--- src/wmf_pkg.sv ---
// Shared types and constants of the windowed median filter.
package wmf_pkg;
    localparam int MAX_WIDTH   = 64;
    localparam int MAX_HEIGHT  = 64;
    localparam int MAX_HALF    = 7;
    localparam int SAMPLE_BITS = 16;

    localparam int CFG_IDX_BITS  = 2;
    localparam int CFG_DATA_BITS = 7;

    typedef enum logic [CFG_IDX_BITS-1:0] {
        REG_IMAGE_WIDTH  = 2'd0,
        REG_IMAGE_HEIGHT = 2'd1,
        REG_HALF_WIDTH   = 2'd2,
        REG_HALF_HEIGHT  = 2'd3
    } t_reg_idx;

    typedef enum logic {
        OP_WRITE = 1'b0,
        OP_QUERY = 1'b1
    } t_opcode;

    typedef enum logic [3:0] {
        ST_IDLE,
        ST_SETUP,
        ST_RANK_INIT,
        ST_BIT_INIT,
        ST_SCAN,
        ST_SCAN_WAIT,
        ST_BIT_DONE,
        ST_NEXT_RANK,
        ST_FINISH,
        ST_OUT
    } t_state;

    // controller -> datapath
    typedef struct packed {
        logic take_item;
        logic do_write;
        logic setup;
        logic bit_init;
        logic scan_start;
        logic scan_step;
        logic bit_decide;
        logic next_rank;
        logic finish;
        logic out_load;
    } t_cmd;

    // datapath -> controller
    typedef struct packed {
        logic is_query;
        logic scan_last;
        logic last_bit;
        logic two_ranks;
        logic second_done;
    } t_status;
endpackage

--- src/wmf_ctrl.sv ---
// Controller state machine of the windowed median filter.
module wmf_ctrl (
    input  logic              i_clk,
    input  logic              i_rst_n,
    input  logic              i_in_valid,
    output logic              o_in_ready,
    output logic              o_out_valid,
    input  logic              i_out_ready,
    input  wmf_pkg::t_status  i_status,
    output wmf_pkg::t_cmd     o_cmd
);
    wmf_pkg::t_state r_state, n_state;
    logic r_out_valid, n_out_valid;

    always_ff @(posedge i_clk) begin
        if (!i_rst_n) begin
            r_state     <= wmf_pkg::ST_IDLE;
            r_out_valid <= 1'b0;
        end else begin
            r_state     <= n_state;
            r_out_valid <= n_out_valid;
        end
    end

    always_comb begin
        n_state     = r_state;
        n_out_valid = r_out_valid;
        o_cmd       = '0;
        o_in_ready  = 1'b0;
        if (r_out_valid && i_out_ready) begin
            n_out_valid = 1'b0;
        end
        unique case (r_state)
            wmf_pkg::ST_IDLE: begin
                o_in_ready = 1'b1;
                if (i_in_valid) begin
                    o_cmd.take_item = 1'b1;
                    n_state = wmf_pkg::ST_SETUP;
                end
            end
            wmf_pkg::ST_SETUP: begin
                if (i_status.is_query) begin
                    o_cmd.setup = 1'b1;
                    n_state = wmf_pkg::ST_RANK_INIT;
                end else begin
                    o_cmd.do_write = 1'b1;
                    n_state = wmf_pkg::ST_IDLE;
                end
            end
            wmf_pkg::ST_RANK_INIT: begin
                o_cmd.bit_init = 1'b1;
                n_state = wmf_pkg::ST_BIT_INIT;
            end
            wmf_pkg::ST_BIT_INIT: begin
                o_cmd.scan_start = 1'b1;
                n_state = wmf_pkg::ST_SCAN;
            end
            wmf_pkg::ST_SCAN: begin
                o_cmd.scan_step = 1'b1;
                if (i_status.scan_last) begin
                    n_state = wmf_pkg::ST_SCAN_WAIT;
                end
            end
            wmf_pkg::ST_SCAN_WAIT: begin
                n_state = wmf_pkg::ST_BIT_DONE;
            end
            wmf_pkg::ST_BIT_DONE: begin
                o_cmd.bit_decide = 1'b1;
                if (i_status.last_bit) begin
                    n_state = wmf_pkg::ST_NEXT_RANK;
                end else begin
                    n_state = wmf_pkg::ST_BIT_INIT;
                end
            end
            wmf_pkg::ST_NEXT_RANK: begin
                if (i_status.two_ranks && !i_status.second_done) begin
                    o_cmd.next_rank = 1'b1;
                    o_cmd.bit_init  = 1'b1;
                    n_state = wmf_pkg::ST_BIT_INIT;
                end else begin
                    o_cmd.finish = 1'b1;
                    n_state = wmf_pkg::ST_FINISH;
                end
            end
            wmf_pkg::ST_FINISH: begin
                n_state = wmf_pkg::ST_OUT;
            end
            wmf_pkg::ST_OUT: begin
                if (!r_out_valid || i_out_ready) begin
                    o_cmd.out_load = 1'b1;
                    n_out_valid = 1'b1;
                    n_state = wmf_pkg::ST_IDLE;
                end
            end
            default: n_state = wmf_pkg::ST_IDLE;
        endcase
    end

    assign o_out_valid = r_out_valid;
endmodule

--- config.mk ---
export PLATFORM = sky130hd
export DESIGN_NAME = wmf_ctrl
export DESIGN_NICKNAME = d
export VERILOG_FILES = /design/src/wmf_pkg.sv /design/src/wmf_ctrl.sv
export SDC_FILE = /design/constraint.sdc
export NUM_CORES = 1
export LEC_CHECK = 0
export BUFFER_PORTS_ARGS = -buffer_cell sky130_fd_sc_hd__clkbuf_2
export CORE_AREA = 4 4 41 43
export CTS_BUF_LIST = sky130_fd_sc_hd__clkbuf_4
export CTS_CLUSTER_DIAMETER = 80
export CTS_CLUSTER_SIZE = 28
export DETAILED_ROUTE_END_ITERATION = 8
export DIE_AREA = 0 0 45 47
export PLACE_DENSITY = 0.66
export SKIP_CTS_REPAIR_TIMING = 1
export SYNTH_ARGS = -nofsm -noshare
export SYNTH_HDL_FRONTEND = slang
export SYNTH_SLANG_ARGS = --single-unit
--- constraint.sdc ---
create_clock -name i_clk -period 1.7 [get_ports i_clk]
set_input_delay 0.17 -clock i_clk [delete_from_list [all_inputs] [get_ports i_clk]]
set_output_delay 0.17 -clock i_clk [all_outputs]
set_load 0.03 [all_outputs]
## Word-level counts from Yosys, hierarchy flattened

Cells that the tools add are included.

| operators by class | value |
|---|---|
| mux-type cells | 25 |
| reductions and logical operators | 7 |
| eq/ne operators | 12 |

Operators with widths:

| cell | number |
|---|---|
| $pmux 4 s10 | 1 |
| $eq 4x3->1 const B | 4 |
| $mux 4 | 4 |
| $mux 1 | 15 |
| $eq 4x2->1 const B | 2 |
| $eq 4x4->1 const B | 2 |
| $mux 2 | 3 |
| $ne 2x2->1 const B | 3 |
| $eq 4x1->1 const B | 1 |
| $logic_not 4->1 | 1 |
| $mux 3 | 1 |
| $reduce_and 3->1 | 1 |
| $logic_and 1x1->1 | 2 |
| $logic_not 1->1 | 2 |
| $pmux 1 s2 | 1 |
| $logic_or 1x1->1 | 1 |

| storage, ports and cells | value |
|---|---|
| register bits | 5 |
| input bits | 9 |
| logic and storage cells | 46 |
| output and inout bits | 12 |

## Longest topological paths before layout

| depth | value |
|---|---|
| depth in word-level cells | 4 |
| mapped depth | 5 |
| gate-level depth less buffers | 4 |

## Worst setup path before layout

No wires, ideal clock.

| timing | value |
|---|---|
| kind | register to output |
| start point | reg r_state[0] |
| end point | out o_cmd[9] (netlist name) |
| arrival time | 1941 ps |
| stages on the path, launching flop included | 4 |
| slack | -411 ps |
| required time | 1530 ps |
| path buffers | 1 |
| cells stage by stage | dfxtp_1 buf_6 nor4_1 and2_1 |

RTL lines:

| what | RTL line | text |
|---|---|---|
| from (decl) | wmf_ctrl.sv:12 | `wmf_pkg::t_state r_state, n_state;` |
| from (signal assigned) | wmf_ctrl.sv:17 | `r_state <= wmf_pkg::ST_IDLE;` |
| from (signal assigned) | wmf_ctrl.sv:20 | `r_state <= n_state;` |
| to (decl) | wmf_ctrl.sv:10 | `output wmf_pkg::t_cmd o_cmd` |

==> impl_metrics.ini <==
[setup_path]
reg2reg_setup_slack_ns = 0.46
critPathCapture = o_cmd[2]
endpoint_kind = output pin
rr_worst_depth = 5
crit_start = r_state[0]$_SDFFE_PN0P_
path_class = reg2out
cp.required_ns = 1.53
arrival_ns = 1.43
crit_path_start_kind = register
reg2reg_from = r_state[0]$_SDFFE_PN0P_
crit_fanout = 7
r2r-end = r_state[0]$_SDFFE_PN0P_

[floorplanning]
die_h_microns = 47
num_rows = 13
die_w_microns = 45
dieArea_sq_mm = 0.00212
start_util_pct = 30.6
io_pins = 21
core_area_sq_mm = 0.00130

[finish]
layout_common_cells = clkbuf_2 (20), nor2_1 (4), a21oi_1 (4), o21ai_0 (4), clkbuf_4 (4)
num_antenna_cells = 0
syn2layout_area_growth_pct = 39.0
final_nets = 82
drive_gt1_share_pct = 47.2
mostFrequentLayoutCell = clkbuf_2
nFillCells = 151

[synthesis]
ys_warn_count = 0
synth_edf_count = 0
synth_top_family_by_area = simple AND/OR/NAND/NOR gates
ys_ff_latch = 5
syn_avg_cell_area_sq_um = 7.96
async_flop_share_pct = 0
synth_compound_area_share_pct = 23.0
synthSimpleGateAreaFrac_pct = 41.2
synth-xor-area-share_pct = 0
synth_cell_types = 29
netlist_area_sq_um = 398
synthAdderAreaFrac_pct = 0
synth_seq_area_share_pct = 25.2
syn_inst = 50
synthesis.nets = 59
ys.flop_type = dfxtp_1
synthMuxAreaShare_pct = 0

[placed_design]
globalplace.congestion = 0.685
hpwl_microns = 735
dp_worst_setup_slack_ns = 0.266
port_buffers = 20

[timing]
worstMarginPinSlew_ns = 0.320
rsz0062_at_grt = false
slew_headroom_pct = 78.6
tns_ns = 0
max_freq_ghz = 0.625
period_needed_ns = 1.60
maxSlewViolCount = 0
skew_ns = 0.00397
setup_violations = 0
post-route-period-util_pct = 94.1
holdWs_ns = 0.190
setup_ws_ns = 0.101
hold_viol = 0

[clock_network]
cts_sinks = 5
insertion_delay_ns = 0.25
h-tree-depth = 1
path_clk_slew_ns = 0.04
cts_buffers = 3
cts_root_buf = clkbuf_4
clk_path_buf_depth = 2
cts_tree = yes

[worst_hold_path]
hp-class = in2reg
holdPathStages = 2

[global_routing]
grt_max_degree = 16
overflow = 0
antenna_found_initial = 0
grt_pass1_wl_microns = 1580
first_global_vias = 380
gr-usage-all-layers_pct = 11.1

[drt]
drt-total-wl_microns = 1020
dr.pass1.iters = 3
dr.first_iter.drc_count = 2
drc = 0
wire_per_inst_microns = 11.7
avgViaCountPerCell = 4.94
dr_total_vias = 430
ant_nets = 0

[power_and_ir_drop]
vdd_ir_drop_max_uv = 370
power.leakage_nw = 0.282
power_density_mw_per_mm2 = 853
finalPower_uw = 472

[job]
maxCapViolations = 0

[status]
outcome = complete, no violations
==> critical path, cell delays in order (launching register included) <==
cell and delay (ns):
dfxtp_2 0.40, buf_4 0.18, nand4b_4 0.11, nor3b_2 0.24, clkbuf_2 0.24
==> cell type report <==
class,count,area (sq um),area share (%)
Multi-Input combinational cell,38,274,49.5
Inverter,3,11.3,2.04
Sequential cell,5,104,18.8
Clock buffer,4,30.0,5.43
Timing Repair Buffer,22,115,20.8
Tap cell,15,18.8,3.39
==> cell usage after synthesis, types with 2 or more instances <==
master | instances | area share (%)
nand2_1 | 3 | 2.8
and3b_1 | 2 | 4.4
inv_1 | 3 | 2.8
dfxtp_1 | 5 | 25
buf_4 | 2 | 3.8
nor2_1 | 4 | 3.8
a21oi_1 | 4 | 5.0
nor2b_1 | 2 | 3.1
o21ai_0 | 4 | 5.0
o21a_1 | 2 | 3.8
==> flip-flops by register name (all words and copies together) (netlist names) <==
register,flops
o_out_valid,1
r_state,4
==> cells by family after synthesis <==
family	after synthesis
DFF	5
and+or+nand+nor	23
AOI/OAI and AO/OA	15
buffers and inverters	7
==> report_power, final <==
| group | leakage [nW] | total, mW | internal [mW] | switching [mW] |
|---|---|---|---|---|
| Clock | 0.0184 | 0.157 | 0.105 | 0.0520 |
| Sequential | 0.0420 | 0.145 | 0.128 | 0.0179 |
| Combinational | 0.222 | 0.169 | 0.0669 | 0.102 |
==> worst min-delay path by stage <==
stage | startpoint | end | slack, ns
floorplan | i_rst_n | r_state[1]$_SDFFE_PN0P_ | 0.29
CTS | i_rst_n | r_state[1]$_SDFFE_PN0P_ | 0.18
global placement | i_rst_n | r_state[1]$_SDFFE_PN0P_ | 0.45
global route | i_rst_n | r_state[1]$_SDFFE_PN0P_ | 0.20
finish | i_rst_n | r_state[1]$_SDFFE_PN0P_ | 0.19
detailed placement | i_rst_n | r_state[1]$_SDFFE_PN0P_ | 0.44
==> per-layer routing <==
layer  track usage (%)  up-vias  share of wire, %
met3              6.13        3                10
met4              8.77        0               2.3
li1                  -      226                 -
met2              15.5       17                43
met5                 0        -                 0
met1              12.3      184                45
==> stage by stage <==
stage,cell area [sq um],util [%],std cells
global route,553,42.5,87
floorplan,417,-,50
global placement,519,39.9,83
finish,553,42.5,87
detailed placement,519,39.9,83
CTS,549,42.2,87
(Power assumes the default switching activity.)
